## config.mk

```make
export PLATFORM = sky130hd
export DESIGN_NAME = cscan_disk_seek_order_unit
export DESIGN_NICKNAME = d
export VERILOG_FILES = /design/src/hdl/cscan_pkg.sv /design/src/hdl/cscan_ram.sv /design/src/hdl/cscan_csr.sv /design/src/hdl/cscan_emit.sv /design/src/hdl/cscan_seq.sv /design/src/hdl/cscan_disk_seek_order_unit.sv
export VERILOG_INCLUDE_DIRS = /design/src /design/src/hdl
export SDC_FILE = /design/constraint.sdc
export NUM_CORES = 1
export LEC_CHECK = 0
export ABC_CLOCK_PERIOD_IN_PS = 8200
export BUFFER_PORTS_ARGS = -buffer_cell sky130_fd_sc_hd__buf_2
export CAP_MARGIN = 20
export CORE_MARGIN = 2
export CORE_UTILIZATION = 55
export DETAILED_ROUTE_END_ITERATION = 10
export GPL_ROUTABILITY_DRIVEN = 0
export PLACE_DENSITY_LB_ADDON = 0.1
export SETUP_SLACK_MARGIN = 0.3
export SYNTH_ARGS = -nofsm -noshare
export SYNTH_HDL_FRONTEND = slang
export SYNTH_SLANG_ARGS = --single-unit
```

## constraint.sdc

```tcl
create_clock -name clock -period 8.2 [get_ports clock]
set_input_delay 1.64 -clock clock [delete_from_list [all_inputs] [get_ports clock]]
set_output_delay 1.64 -clock clock [all_outputs]
set_load 0.02 [all_outputs]
```

## src/hdl/cscan_disk_seek_order_unit_assert.svh

```systemverilog
// Assertion macros shared by the C-SCAN seek order unit.
`ifndef CSCAN_DISK_SEEK_ORDER_UNIT_ASSERT_SVH
`define CSCAN_DISK_SEEK_ORDER_UNIT_ASSERT_SVH

// Condition holds at every clock edge outside reset.
`define CSCAN_ASSERT_HOLD(label, cond, msg) \
   label: assert property (@(posedge clock) disable iff (reset) (cond)) else $error(msg);

// Same-cycle implication.
`define CSCAN_ASSERT_IMP(label, ante, cons, msg) \
   label: assert property (@(posedge clock) disable iff (reset) (ante) |-> (cons)) \
      else $error(msg);

// Next-cycle implication.
`define CSCAN_ASSERT_NEXT(label, ante, cons, msg) \
   label: assert property (@(posedge clock) disable iff (reset) (ante) |=> (cons)) \
      else $error(msg);

`endif

```

## src/hdl/cscan_pkg.sv

```systemverilog
// Shared constants and types for the C-SCAN seek order unit.
package cscan_pkg;

   localparam int CYL_BITS     = 16;
   localparam int MAX_REQUESTS = 16;
   localparam int IDX_BITS     = $clog2(MAX_REQUESTS);
   localparam int CNT_BITS     = $clog2(MAX_REQUESTS + 1);
   localparam int DIST_BITS    = 16;
   localparam int TOTAL_BITS   = 21;
   localparam int KEY_BITS     = CYL_BITS + IDX_BITS;

   localparam logic [TOTAL_BITS-1:0] TOTAL_MAX = {TOTAL_BITS{1'b1}};
   localparam logic [CNT_BITS-1:0]   CNT_MAX   = CNT_BITS'(MAX_REQUESTS);

   // CSR bus
   localparam int ADDR_BITS = 4;
   localparam int DATA_BITS = 32;

   // register index codes (paddr[3:2])
   localparam logic [1:0] REG_LOWER = 2'd0;
   localparam logic [1:0] REG_UPPER = 2'd1;
   localparam logic [1:0] REG_HEAD  = 2'd2;

   typedef struct packed {
      logic [CYL_BITS-1:0] lower;
      logic [CYL_BITS-1:0] upper;
      logic [CYL_BITS-1:0] head;
   } csr_regs_type;

   // one position handed from the sequencer to the output stage
   typedef struct packed {
      logic                valid;
      logic                first;
      logic                last;
      logic [CYL_BITS-1:0] cyl;
   } emit_req_type;

endpackage

```

## src/hdl/cscan_ram.sv

```systemverilog
// Generic single-port-write, registered-read RAM.
module cscan_ram #(
   parameter int WIDTH = 16,
   parameter int DEPTH = 16
) (
   input  logic                     clock,
   input  logic                     we,
   input  logic [$clog2(DEPTH)-1:0] waddr,
   input  logic [WIDTH-1:0]         wdata,
   input  logic                     re,
   input  logic [$clog2(DEPTH)-1:0] raddr,
   output logic [WIDTH-1:0]         rdata
);

   logic [WIDTH-1:0] mem_ff [DEPTH];
   logic [WIDTH-1:0] rdata_ff;

   always_ff @(posedge clock) begin
      if (we) begin
         mem_ff[waddr] <= wdata;
      end
      if (re) begin
         rdata_ff <= mem_ff[raddr];
      end
   end

   assign rdata = rdata_ff;

endmodule

```

## src/hdl/cscan_csr.sv

```systemverilog
// APB-style configuration registers: bounds and head position.
module cscan_csr (
   input  logic                           clock,
   input  logic                           reset,
   input  logic                           psel,
   input  logic                           penable,
   input  logic                           pwrite,
   input  logic [cscan_pkg::ADDR_BITS-1:0] paddr,
   input  logic [cscan_pkg::DATA_BITS-1:0] pwdata,
   output logic [cscan_pkg::DATA_BITS-1:0] prdata,
   output logic                           pready,
   output cscan_pkg::csr_regs_type        regs
);
   import cscan_pkg::*;

   logic [CYL_BITS-1:0] lower_ff, lower_in;
   logic [CYL_BITS-1:0] upper_ff, upper_in;
   logic [CYL_BITS-1:0] head_ff, head_in;
   logic                wr_en;

   assign pready = 1'b1;
   assign wr_en  = psel && penable && pwrite;

   always_comb begin
      lower_in = lower_ff;
      upper_in = upper_ff;
      head_in  = head_ff;
      if (wr_en) begin
         unique case (paddr[3:2])
            REG_LOWER: lower_in = pwdata[CYL_BITS-1:0];
            REG_UPPER: upper_in = pwdata[CYL_BITS-1:0];
            REG_HEAD:  head_in  = pwdata[CYL_BITS-1:0];
            default:   ;
         endcase
      end
   end

   always_ff @(posedge clock) begin
      if (reset) begin
         lower_ff <= '0;
         upper_ff <= '1;
         head_ff  <= '0;
      end else begin
         lower_ff <= lower_in;
         upper_ff <= upper_in;
         head_ff  <= head_in;
      end
   end

   always_comb begin
      unique case (paddr[3:2])
         REG_LOWER: prdata = DATA_BITS'(lower_ff);
         REG_UPPER: prdata = DATA_BITS'(upper_ff);
         REG_HEAD:  prdata = DATA_BITS'(head_ff);
         default:   prdata = '0;
      endcase
   end

   assign regs.lower = lower_ff;
   assign regs.upper = upper_ff;
   assign regs.head  = head_ff;

endmodule

```

## src/hdl/cscan_emit.sv

```systemverilog
// Output stage: seek distance, running total and the result register.
module cscan_emit (
   input  logic                                clock,
   input  logic                                reset,
   input  cscan_pkg::emit_req_type             push,
   output logic                                ready,
   output logic                                rsp_valid,
   input  logic                                rsp_stall,
   output logic [cscan_pkg::CYL_BITS-1:0]      rsp_service_cylinder,
   output logic [cscan_pkg::DIST_BITS-1:0]     rsp_seek_distance,
   output logic [cscan_pkg::TOTAL_BITS-1:0]    rsp_total_seek,
   output logic                                rsp_last_result
);
   import cscan_pkg::*;

   logic                  valid_ff, valid_in;
   logic [CYL_BITS-1:0]   cyl_ff;
   logic [DIST_BITS-1:0]  dist_ff, dist_in;
   logic [TOTAL_BITS-1:0] total_ff, total_in;
   logic                  last_ff;
   logic [CYL_BITS-1:0]   diff;
   logic [TOTAL_BITS-1:0] base;
   logic [TOTAL_BITS:0]   sum;
   logic                  load;

   // register frees up when empty or when its result transfers this cycle
   assign ready = !valid_ff || !rsp_stall;
   assign load  = push.valid && ready;

   // previous position is the cylinder still sitting in the result register
   assign diff = (push.cyl >= cyl_ff) ? (push.cyl - cyl_ff) : (cyl_ff - push.cyl);

   always_comb begin
      dist_in = push.first ? '0 : DIST_BITS'(diff);
      base    = push.first ? '0 : total_ff;
      sum     = {1'b0, base} + (TOTAL_BITS + 1)'(dist_in);
      total_in = (sum > (TOTAL_BITS + 1)'(TOTAL_MAX)) ? TOTAL_MAX : sum[TOTAL_BITS-1:0];
      if (load) begin
         valid_in = 1'b1;
      end else if (!rsp_stall) begin
         valid_in = 1'b0;
      end else begin
         valid_in = valid_ff;
      end
   end

   always_ff @(posedge clock) begin
      if (reset) begin
         valid_ff <= 1'b0;
      end else begin
         valid_ff <= valid_in;
      end
   end

   always_ff @(posedge clock) begin
      if (load) begin
         cyl_ff   <= push.cyl;
         dist_ff  <= dist_in;
         total_ff <= total_in;
         last_ff  <= push.last;
      end
   end

   assign rsp_valid            = valid_ff;
   assign rsp_service_cylinder = cyl_ff;
   assign rsp_seek_distance    = dist_ff;
   assign rsp_total_seek       = total_ff;
   assign rsp_last_result      = last_ff;

endmodule

```

## src/hdl/cscan_seq.sv

```systemverilog
// Batch loader and selection sequencer over the request RAM.
`include "cscan_disk_seek_order_unit_assert.svh"

module cscan_seq (
   input  logic                              clock,
   input  logic                              reset,
   input  logic                              req_valid,
   output logic                              req_stall,
   input  logic [cscan_pkg::CYL_BITS-1:0]    req_request_cylinder,
   input  logic                              req_last_request,
   input  cscan_pkg::csr_regs_type           regs,
   output cscan_pkg::emit_req_type           push,
   input  logic                              push_ready
);
   import cscan_pkg::*;

   localparam logic [2:0] ST_LOAD  = 3'd0;
   localparam logic [2:0] ST_HEAD  = 3'd1;
   localparam logic [2:0] ST_SCAN  = 3'd2;
   localparam logic [2:0] ST_PICK  = 3'd3;
   localparam logic [2:0] ST_UPPER = 3'd4;
   localparam logic [2:0] ST_LOWER = 3'd5;

   logic [2:0]          state_ff, state_in;
   logic [CNT_BITS-1:0] count_ff, count_in;
   logic [CNT_BITS-1:0] emitted_ff, emitted_in;
   logic [CNT_BITS-1:0] scan_ff, scan_in;
   logic                phase_ff, phase_in;     // 0: above head, 1: at or below
   logic [KEY_BITS-1:0] cur_ff, cur_in;
   logic                cur_valid_ff, cur_valid_in;
   logic [KEY_BITS-1:0] best_ff, best_in;
   logic                best_found_ff, best_found_in;
   logic                rd_vld_ff, rd_vld_in;
   logic [IDX_BITS-1:0] rd_idx_ff, rd_idx_in;

   logic                req_acc;
   logic                push_acc;
   logic                issue;
   logic                ram_we;
   logic [CYL_BITS-1:0] rd_data;
   logic [KEY_BITS-1:0] key;
   logic                qualify;
   logic                better;
   logic                finish;

   // writes happen only while loading and reads only while scanning,
   // so the two RAM ports never touch the same entry in one cycle
   cscan_ram #(
      .WIDTH (CYL_BITS),
      .DEPTH (MAX_REQUESTS)
   ) u_store (
      .clock (clock),
      .we    (ram_we),
      .waddr (count_ff[IDX_BITS-1:0]),
      .wdata (req_request_cylinder),
      .re    (issue),
      .raddr (scan_ff[IDX_BITS-1:0]),
      .rdata (rd_data)
   );

   assign req_stall = (state_ff != ST_LOAD);
   assign req_acc   = req_valid && !req_stall;
   assign push_acc  = push.valid && push_ready;
   assign issue     = (state_ff == ST_SCAN) && (scan_ff < count_ff);

   // entries ordered by (cylinder, slot) so duplicates keep a strict order
   assign key     = {rd_data, rd_idx_ff};
   assign qualify = (!cur_valid_ff || (key > cur_ff)) &&
                    (!phase_ff || (rd_data <= regs.head));
   assign better  = !best_found_ff || (key < best_ff);

   always_comb begin
      state_in      = state_ff;
      count_in      = count_ff;
      emitted_in    = emitted_ff;
      scan_in       = scan_ff;
      phase_in      = phase_ff;
      cur_in        = cur_ff;
      cur_valid_in  = cur_valid_ff;
      best_in       = best_ff;
      best_found_in = best_found_ff;
      rd_vld_in     = issue;
      rd_idx_in     = scan_ff[IDX_BITS-1:0];
      ram_we        = 1'b0;
      finish        = 1'b0;
      push          = '0;

      if (issue) begin
         scan_in = scan_ff + 1'b1;
      end
      if (rd_vld_ff && qualify && better) begin
         best_in       = key;
         best_found_in = 1'b1;
      end

      unique case (state_ff)
         ST_LOAD: begin
            if (req_acc) begin
               // a full store drops the request, a closing one still closes
               if (count_ff < CNT_MAX) begin
                  ram_we   = 1'b1;
                  count_in = count_ff + 1'b1;
               end
               if (req_last_request) begin
                  state_in = ST_HEAD;
               end
            end
         end
         ST_HEAD: begin
            push.valid = 1'b1;
            push.first = 1'b1;
            push.cyl   = regs.head;
            if (push_acc) begin
               phase_in      = 1'b0;
               cur_in        = {regs.head, {IDX_BITS{1'b1}}};
               cur_valid_in  = 1'b1;
               scan_in       = '0;
               best_found_in = 1'b0;
               state_in      = ST_SCAN;
            end
         end
         ST_SCAN: begin
            if (!issue && !rd_vld_ff) begin
               state_in = ST_PICK;
            end
         end
         ST_PICK: begin
            if (best_found_ff) begin
               push.valid = 1'b1;
               push.cyl   = best_ff[KEY_BITS-1:IDX_BITS];
               push.last  = phase_ff && (CNT_BITS'(emitted_ff + 1'b1) == count_ff);
               if (push_acc) begin
                  emitted_in    = emitted_ff + 1'b1;
                  cur_in        = best_ff;
                  cur_valid_in  = 1'b1;
                  scan_in       = '0;
                  best_found_in = 1'b0;
                  if (push.last) begin
                     finish = 1'b1;
                  end else begin
                     state_in = ST_SCAN;
                  end
               end
            end else if (!phase_ff) begin
               state_in = ST_UPPER;
            end else begin
               finish = 1'b1;
            end
         end
         ST_UPPER: begin
            push.valid = 1'b1;
            push.cyl   = regs.upper;
            if (push_acc) begin
               state_in = ST_LOWER;
            end
         end
         ST_LOWER: begin
            push.valid = 1'b1;
            push.cyl   = regs.lower;
            push.last  = (emitted_ff == count_ff);
            if (push_acc) begin
               if (push.last) begin
                  finish = 1'b1;
               end else begin
                  phase_in      = 1'b1;
                  cur_valid_in  = 1'b0;
                  scan_in       = '0;
                  best_found_in = 1'b0;
                  state_in      = ST_SCAN;
               end
            end
         end
         default: begin
            state_in = ST_LOAD;
         end
      endcase

      if (finish) begin
         state_in   = ST_LOAD;
         count_in   = '0;
         emitted_in = '0;
      end
   end

   always_ff @(posedge clock) begin
      if (reset) begin
         state_ff      <= ST_LOAD;
         count_ff      <= '0;
         emitted_ff    <= '0;
         scan_ff       <= '0;
         phase_ff      <= 1'b0;
         cur_valid_ff  <= 1'b0;
         best_found_ff <= 1'b0;
         rd_vld_ff     <= 1'b0;
      end else begin
         state_ff      <= state_in;
         count_ff      <= count_in;
         emitted_ff    <= emitted_in;
         scan_ff       <= scan_in;
         phase_ff      <= phase_in;
         cur_valid_ff  <= cur_valid_in;
         best_found_ff <= best_found_in;
         rd_vld_ff     <= rd_vld_in;
      end
   end

   always_ff @(posedge clock) begin
      cur_ff    <= cur_in;
      best_ff   <= best_in;
      rd_idx_ff <= rd_idx_in;
   end

   `CSCAN_ASSERT_HOLD(a_count_in_range, count_ff <= CNT_MAX, "request count overflow")
   `CSCAN_ASSERT_HOLD(a_emitted_le_count, emitted_ff <= count_ff, "emitted more than stored")
   `CSCAN_ASSERT_IMP(a_write_only_loading, ram_we, state_ff == ST_LOAD, "store write while busy")
   `CSCAN_ASSERT_NEXT(a_last_ends_batch, push_acc && push.last, state_ff == ST_LOAD && count_ff == '0, "batch not closed after last result")

endmodule

```

## src/hdl/cscan_disk_seek_order_unit.sv

```systemverilog
// C-SCAN disk seek order unit: request loading, ordering and result emission.
//
// Requests transfer on the req_ channel one per cycle into a 16-entry RAM.
// A request with req_last_request set closes the batch: the block then
// stalls its input and emits the C-SCAN service run on the rsp_ channel:
// the head, requests above it ascending, upper bound, lower bound, then the
// requests at or below the head ascending (n requests give n+3 results).
// Each result carries the seek distance and running total; the final one
// has rsp_last_result set. Requests beyond 16 are dropped.
// Ordering uses selection passes: the sequencer reads the RAM one
// entry per cycle to find the next larger (cylinder, slot) key. The head
// result passes through the head state and the result register after the
// closing transfer. The single RAM read port sets the pace of each pass.
// rsp_stall holds the result register and pauses the sequencer; no result
// is lost. Reset (synchronous) empties the batch and loads lower bound 0,
// upper bound 65535 and head 0. The user writes registers at 0x0/0x4/0x8
// only while no batch is being emitted; the block does not enforce this.
// The head is sampled during emission.
module cscan_disk_seek_order_unit (
   input  logic                                clock,
   input  logic                                reset,
   // request channel
   input  logic                                req_valid,
   output logic                                req_stall,
   input  logic [cscan_pkg::CYL_BITS-1:0]      req_request_cylinder,
   input  logic                                req_last_request,
   // result channel
   output logic                                rsp_valid,
   input  logic                                rsp_stall,
   output logic [cscan_pkg::CYL_BITS-1:0]      rsp_service_cylinder,
   output logic [cscan_pkg::DIST_BITS-1:0]     rsp_seek_distance,
   output logic [cscan_pkg::TOTAL_BITS-1:0]    rsp_total_seek,
   output logic                                rsp_last_result,
   // configuration port
   input  logic                                psel,
   input  logic                                penable,
   input  logic                                pwrite,
   input  logic [cscan_pkg::ADDR_BITS-1:0]     paddr,
   input  logic [cscan_pkg::DATA_BITS-1:0]     pwdata,
   output logic [cscan_pkg::DATA_BITS-1:0]     prdata,
   output logic                                pready
);
   import cscan_pkg::*;

   csr_regs_type regs;
   emit_req_type push;
   logic         push_ready;

   // bounds and head registers
   cscan_csr u_csr (
      .clock   (clock),
      .reset   (reset),
      .psel    (psel),
      .penable (penable),
      .pwrite  (pwrite),
      .paddr   (paddr),
      .pwdata  (pwdata),
      .prdata  (prdata),
      .pready  (pready),
      .regs    (regs)
   );

   // loads the batch, then walks the RAM in selection passes
   cscan_seq u_seq (
      .clock                (clock),
      .reset                (reset),
      .req_valid            (req_valid),
      .req_stall            (req_stall),
      .req_request_cylinder (req_request_cylinder),
      .req_last_request     (req_last_request),
      .regs                 (regs),
      .push                 (push),
      .push_ready           (push_ready)
   );

   // distance/total math and the result register that decouples rsp_stall
   cscan_emit u_emit (
      .clock                (clock),
      .reset                (reset),
      .push                 (push),
      .ready                (push_ready),
      .rsp_valid            (rsp_valid),
      .rsp_stall            (rsp_stall),
      .rsp_service_cylinder (rsp_service_cylinder),
      .rsp_seek_distance    (rsp_seek_distance),
      .rsp_total_seek       (rsp_total_seek),
      .rsp_last_result      (rsp_last_result)
   );

endmodule
```

==> metrics.md, run 1 <==
| Metric | Value |
|---|---|
| Max-slew headroom | a little over a third |
| DRC viols | 0 |
| XOR/XNOR share of the synthesized area | 1.559% |
| Cell Area, Placed | between 0.02 and 0.025 mm2 |
| Status | complete, no violations |
| Arrival @ worst endpoint | between 7 and 8 ns |
| Simple-Gate Fraction of Synth Area | 9.369% |
| Fin. Hold Viols | 0 |
| EDFF count, synth | 366 |
| Post-synthesis compound-gate area fraction | 9.053% |
| Synth cell types | 75 |
| Slew @ Worst Pin | just under 1 ns |
| Worst Setup Path Type | reg -> reg |
| Skew final | between 0.02 and 0.025 ns |
| Final ANT Viol Nets | 0 |
| WHS | 0.4668 ns |
| Ys flop type | edfxtp_1 |
| CP endpoint kind | flop |
| RSZ-0062 raised after global routing | no |
| Worst vdd ir | roughly 0.0002 V |
| CTS buffer count | 46 |
| Initial Util | between 50 and 60% |
| Largest family of logic cells by synthesized area | multiplexers |
| Sink Count | 441 |
| DR WL/cell | 20.64 um |
| Area grow syn2layout | 12.69% |
| CP Launch Type | flop |
| Hold/Removal Path Class | reg -> reg |
| Number of max-cap violations | 0 |
| Final setup viols | 0 |
| Vias | 13414 |
| Core Rows | 72 |
| Gr ovfl total | 0 |
| Final core utilization | a little over three fifths |
| Hold_buf cts | 0 |
| CP Data Required Time | 8.49 ns |
| Post-synthesis sequential area ratio | 58.50% |
| Via density | roughly 5.7 |
| Die width | 201.0 um |
| Fillers | 3003 |
| Die ar. | 0.04042 mm2 |
| Max clock buf depth | 3 |
| Netlist Area Pre-Place | 0.02135 mm2 |
| Final net count | 1953 |
| Multi-input logic area | 0.008123 mm2 |
| Core box area | approximately 0.038 mm2 |
| Post-layout min period | 7.144 ns |
| Drt first pass iters | 5 |
| Commonest non-fill, non-tap cells in the layout | edfxtp_1, nand2_1, buf_2 |
| GRT Resource Usage Total | approximately 24% |
| Routed WL | 48200 um |
| Post-CTS Setup Inserts | 0 |
| Vias in the first global route | 13343 |
| Ports | 149 |
| Post-Synth Adder-Cell Area | under 10% |
| Cell area after layout | 0.02406 mm2 |
| Register Area | 0.01250 mm2 |
| Register bit total from synthesis | 441 |
| Share of cells above drive strength 1 | 19.11% |
| Slew Limit Fails | 0 |
| Initial antenna violation count | 1 |
| Max Fclk | 0.1400 GHz |
| CTS HTree Levels | 2 |
| Root Buffer | clkbuf_16 |
| R2R Setup Slk | 1.06 ns |
| Largest net degree at the start of global routing | 61 |
| HPWL Detailed | ~32000 um |
| CTS tree | done |
| First-pass GRT wire length | 76040 um |
| DRT iter0 DRCs | 1050 |
| Worst-path clk slew | 0.06 ns |
| Die Height | 201.0 um |
| Clk Latency, worst-skew pair | 0.60 ns |
| Post-Synthesis Cells | between 1500 and 2000 |
| # resized after CTS | 0 |
| Post-route clock period utilization | 87.12% |
| Post-synthesis mux area share | 10.64% |
| Commonest non-fill, non-tap cell in the layout | edfxtp_1 |
| Leak | 8.930 nW |
| IO buf count | 113 |
| Setup Total Neg Slack | 0 ns |
| Highest fanout seen on the critical path | 36 |
| Asr flop ratio synth | 0% |
| Syn Area/Cell | 12.86 um2 |
| Power per standard cell area | roughly 290 mW/mm2 |
| Synth Warn # | 0 |
## kinds of logic after synthesis
group,after synthesis
AO/OA/AOI/OAI,303
XOR/XNOR,38
adder cells (fa/ha/maj),115
buffers and inverters,203
flip-flops,441
multiplexers,125
other,2
AND/OR/NAND/NOR,434
## metrics by stage
stage	worst slack, ns	total power [mW]	instances
6_report	1.056	7.050	2335
5_1_grt	0.4649	7.450	2334
4_1_cts	0.8603	7.101	2333
3_5_place_dp	0.8722	5.006	2247
3_3_place_gp	1.077	4.952	2243
2_1_floorplan	2.298	4.449	1676
## Yosys cell counts, drive strengths merged, types with 6 or more instances
cell type	count	area, um2
a2111oi	6	77.57
a211oi	9	67.56
a21o	16	120.1
a21oi	109	545.5
a22oi	9	67.56
a31oi	8	56.30
and2	21	131.4
and3	12	75.07
buf	40	242.7
clkbuf	53	198.9
dfxtp	75	1501
edfxtp	366	10990
ha	112	1401
inv	110	412.9
mux2	16	180.2
mux2i	29	290.3
mux4	80	1802
nand2	217	817.0
nand2b	16	100.1
nand3	18	90.09
nand3b	19	142.6
nand4	12	75.07
nor2	77	289.0
nor2b	9	56.30
nor3	8	40.04
o211ai	14	105.1
o21a	20	150.1
o21ai	70	350.3
or3	6	37.54
xnor2	20	175.2
xor2	18	157.7
## per-layer routing
metal	wire (um)	up-vias	part of all wire (%)	GRT usage, %
met5	0	-	0	0
met4	1212	0	2.5	8.095
met3	2270	75	4.7	3.458
met2	23750	325	49	40.58
met1	20960	6672	43	32.95
li1	-	6342	-	-
## sequential cells by signal, indices dropped and copies added (netlist names)
register	cells
u_seq.u_store.rdata	16
u_seq.scan_ff	5
u_emit.rsp_valid	1
u_emit.rsp_seek_distance	16
u_csr.upper_ff	16
u_seq.rd_idx_ff	4
u_seq.cur_valid_ff	1
u_seq.best_found_ff	1
u_csr.head_ff	16
u_csr.lower_ff	16
u_emit.rsp_last_result	1
u_emit.rsp_total_seek	21
u_seq.phase_ff	1
u_seq.emitted_ff	5
u_seq.u_store.mem_ff	256
u_seq.rd_vld_ff	1
u_seq.count_ff	5
u_seq.cur_ff	20
u_emit.rsp_service_cylinder	16
u_seq.best_ff	20
u_seq.state_ff	3
## final cells by class
| type | count | area share [%] |
|---|---|---|
| antenna | 1 | 0.01040 |
| inverter | 110 | 1.716 |
| sequential | 441 | 51.93 |
| clock buffer | 64 | 5.319 |
| tap | 518 | 2.693 |
| timing repair buffer | 147 | 3.619 |
| clock inverter | 22 | 0.9515 |
| multi-input combinational | 1032 | 33.76 |
## path summary, 6_finish.rpt
path | start | end | cells after the start
setup / recovery | u_seq.state_ff[1]$_SDFFE_PP0P_ | u_emit.rsp_total_seek[4]$_SDFFCE_PN1P_ | 21
hold / removal | u_csr.lower_ff[8]$_SDFFE_PP0P_ | u_csr.lower_ff[8]$_SDFFE_PP0P_ | 2
setup reg to reg | u_seq.state_ff[1]$_SDFFE_PP0P_ | u_emit.rsp_total_seek[4]$_SDFFCE_PN1P_ | 21
hold reg to reg | u_csr.lower_ff[8]$_SDFFE_PP0P_ | u_csr.lower_ff[8]$_SDFFE_PP0P_ | 2
## where the power goes
part / internal, mW / switching, mW / total [mW]
combinational: 0.806 / 1.31 / 2.11
clock: 1.20 / 0.883 / 2.08
sequential: 2.75 / 0.109 / 2.86
## critical path, cell delays in order (launching register included)
cell and delay (ns):
dfxtp_1 0.31, buf_4 0.33, nand3b_1 0.11, buf_4 0.26, nor2_1 0.57, nand2_1 0.13, o21a_1 0.20, ha_1 0.28
fa_1 0.43, o21ai_0 0.42, a221o_1 0.38, o22a_1 0.50, mux2i_1 0.27, xnor2_1 0.14, nor2_1 0.08, ha_1 0.38
nor2b_1 0.17, a311oi_2 0.54, o41ai_4 0.19, a41oi_2 0.35, or2_1 0.58, o21ai_0 0.19
Note: power is estimated with default switching activity, not from simulation.
==> run 2, diff against run 1 <==
--- a/config.mk
+++ b/config.mk
@@ -11,9 +11,12 @@
 export CAP_MARGIN = 20
 export CORE_MARGIN = 2
 export CORE_UTILIZATION = 55
+export CTS_CLUSTER_SIZE = 12
 export DETAILED_ROUTE_END_ITERATION = 10
 export GPL_ROUTABILITY_DRIVEN = 0
+export MAX_ROUTING_LAYER = met4
 export PLACE_DENSITY_LB_ADDON = 0.1
+export REMOVE_ABC_BUFFERS = 1
 export SETUP_SLACK_MARGIN = 0.3
 export SYNTH_ARGS = -nofsm -noshare
 export SYNTH_HDL_FRONTEND = slang
==> run 2 against run 1 <==
Against the previous run:
- clock skew fell by 0.0036 ns
- setup slack worse by 0.035 ns
- die area did not move
- hold slack improved by 0.0019 ns
- clock power decreased by 3%
- critical path type unchanged
==> metrics.md, run 2 (synthesized netlist as in run 1, its figures left out) <==
| Metric | Value |
|---|---|
| Share of cells above drive strength 1 | 18.48% (-0.63 points) |
| CP Launch Type | flop |
| Hold Path Sink | u_csr.lower_ff[8]$_SDFFE_PP0P_ |
| Most used cell, CP | a21oi_1 |
| Power per standard cell area | 291.8 mW/mm2 (-0.42%) |
| DR WL/cell | 21.01 um (+1.8%) |
| Multi-input logic area | 0.008115 mm2 (about the same) |
| GRT Resource Usage Total | 25.55% (+1.3 points) |
| CTS buffer count | 48 (+4.3%) |
| Highest fanout seen on the critical path | 19 (-47%) |
| Final net count | 1955 (+0.10%) |
| Sink Count | 441 (unchanged) |
| Initial Util | 55.51% (unchanged) |
| Arrival @ worst endpoint | 7.47 ns (+0.04 ns) |
| Clk Latency, worst-skew pair | 0.60 ns (about the same) |
| Post-layout min period | 7.179 ns (+0.03451 ns) |
| Hold/Removal Path Class | reg -> reg |
| Gr ovfl total | 0 (unchanged) |
| Max reg flops | 256 (unchanged) |
| # resized after CTS | 0 (unchanged) |
| Crit-path leading delay family | compound AO/OA/AOI/OAI gates |
| Fin. Hold Viols | 0 (unchanged) |
| Max clock buf depth | 3 (unchanged) |
| Final setup viols | 0 (unchanged) |
| R2R Setup Slk | 1.02 ns (-0.03 ns) |
| Max-slew headroom | 30.67% (-5.1 points) |
| Die Height | 201.0 um (unchanged) |
| Via density | 5.805 (+1.1%) |
| Skew final | 0.02031 ns (-0.003646 ns) |
| Setup Total Neg Slack | 0 ns (unchanged) |
| Area grow syn2layout | 12.24% |
| Final ANT Viol Nets | 0 (unchanged) |
| R2R Path End | u_emit.rsp_total_seek[4]$_SDFFCE_PN1P_ |
| Ports | 149 (unchanged) |
| Cell depth of the worst setup path | 21 (unchanged) |
| Hold Path Depth | 2 (unchanged) |
| Leak | 8.890 nW (-0.46%) |
| Root Buffer | clkbuf_16 |
| Hold_buf cts | 0 (unchanged) |
| Largest net degree at the start of global routing | 70 (+15%) |
| Max Fclk | 0.1393 GHz (-0.48%) |
| Slew Limit Fails | 0 (unchanged) |
| HPWL Detailed | 31460 um (-2.2%) |
| Buf+Inv Stages, Crit Path | 2 (unchanged) |
| Post-CTS Setup Inserts | 0 (unchanged) |
| Commonest non-fill, non-tap cell in the layout | edfxtp_1 |
| Register Area | 0.01250 mm2 (unchanged) |
| Die ar. | 0.04042 mm2 (unchanged) |
| Post-route clock period utilization | 87.55% (+0.42 points) |
| R2r worst-path depth | 21 (unchanged) |
| Slew @ Worst Pin | 1.038 ns (+0.07439 ns) |
| Core Rows | 72 (unchanged) |
| CTS tree | done |
| Slowest stage delay, CP | 0.73 ns (+0.15 ns) |
| CP endpoint kind | flop |
| DRC viols | 0 (unchanged) |
| Worst vdd ir | 0.0001994 V (-2.0%) |
| First-pass GRT wire length | 77450 um (+1.9%) |
| FF-to-FF Start | u_seq.state_ff[0]$_SDFFE_PP0P_ |
| CTS HTree Levels | 2 (unchanged) |
| Vias | 13544 (+0.97%) |
| Crit path max-delay cell type | o22ai_2 |
| Commonest non-fill, non-tap cells in the layout | edfxtp_1, nand2_1, buf_2 |
| IO buf count | 113 (unchanged) |
| Initial antenna violation count | 2 (+1) |
| Status | complete, no violations |
| Die width | 201.0 um (unchanged) |
| Core box area | 0.03847 mm2 (unchanged) |
| Largest reg by FF count | u_seq.u_store.mem_ff |
| Number of max-cap violations | 0 (unchanged) |
| WHS | 0.4687 ns (+0.001883 ns) |
| Worst-path clk slew | 0.06 ns (about the same) |
| Final Power | 6.993 mW (-0.81%) |
| DRT iter0 DRCs | 921 (-12%) |
| Routed WL | 49010 um (+1.7%) |
| Fillers | 3003 (unchanged) |
| RSZ-0062 raised after global routing | no |
| Vias in the first global route | 13691 (+2.6%) |
| Worst Setup Path Type | reg -> reg |
| CP Data Required Time | 8.49 ns (about the same) |
| Hold path startpoint | u_csr.lower_ff[8]$_SDFFE_PP0P_ |
| Drt first pass iters | 8 (+3) |
| CP cell instances | buf_4 > mux2_2 > a21oi_1 > o21a_1 > inv_1 > ha_1 > a21oi_1 > o21ai_0 > a221o_1 > o22ai_2 > a2111oi_0 > or4_1 > nand2_1 > ha_1 > nand3_1 > nor2_1 > a21oi_1 > o41ai_4 > a41oi_2 > or2_1 > o21ai_0 |
run 2: cell count changes in the layout (fill, tap and decap cells not counted), sizes merged:
cell	previous run	this run
bufinv	3	2
clkbuf	64	61
clkinv	17	18
clkinvlp	0	1
diode	1	2
inv	112	111
run 2: stage by stage:
step	setup WS, ns	cell area (um2)	instances	utilization [%]
after CTS	0.9965	23940	2330	62.22
after floorplan	1.127	20970	1583	-
after global routing	0.3781	23970	2333	62.31
after detailed placement	1.023	22490	2247	58.46
after global placement	1.149	22490	2247	58.46
final	1.021	23970	2333	62.31
run 2: report_power, final:
part	internal (mW)	leakage (nW)	switching, mW
logic	0.805	4.27	1.30
registers	2.75	3.93	0.111
clock network	1.15	0.696	0.874
total	4.70	8.89	2.29
run 2: layout make-up:
class | count | area share (%)
Clock buffer | 61 | 5.257
Clock inverter | 22 | 0.7883
Inverter | 110 | 1.723
Timing Repair Buffer | 147 | 3.508
Tap cell | 518 | 2.704
Antenna cell | 2 | 0.02088
Multi-Input combinational cell | 1032 | 33.86
Sequential cell | 441 | 52.14
run 2: worst max path at each step:
stage | start | endpoint | slack [ns]
after detailed placement | u_seq.state_ff[0]$_SDFFE_PP0P_ | u_emit.rsp_total_seek[4]$_SDFFCE_PN1P_ | 1.02
after CTS | u_seq.state_ff[0]$_SDFFE_PP0P_ | u_emit.rsp_total_seek[4]$_SDFFCE_PN1P_ | 1.0
final | u_seq.state_ff[0]$_SDFFE_PP0P_ | u_emit.rsp_total_seek[4]$_SDFFCE_PN1P_ | 1.02
after global routing | u_seq.state_ff[0]$_SDFFE_PP0P_ | u_emit.rsp_total_seek[18]$_SDFFCE_PN1P_ | 0.38
after floorplan | u_seq.state_ff[0]$_SDFFE_PP0P_ | u_emit.rsp_total_seek[11]$_SDFFCE_PN1P_ | 1.13
after global placement | u_seq.state_ff[0]$_SDFFE_PP0P_ | u_emit.rsp_total_seek[18]$_SDFFCE_PN1P_ | 1.15
run 2: worst min-delay path, stage by stage, from the launching register on:
cell and delay (ns):
dfxtp_1 0.32, nand2_1 0.05, a21oi_1 0.05
run 2: metal layers:
metal  share of wire (%)  track usage, %  up-vias
met2                  49           41.76      349
met4                 2.7           8.333        0
met5                   0               -        -
met1                  43           33.27     6751
met3                 5.1           3.571       85
li1                    -               -     6359
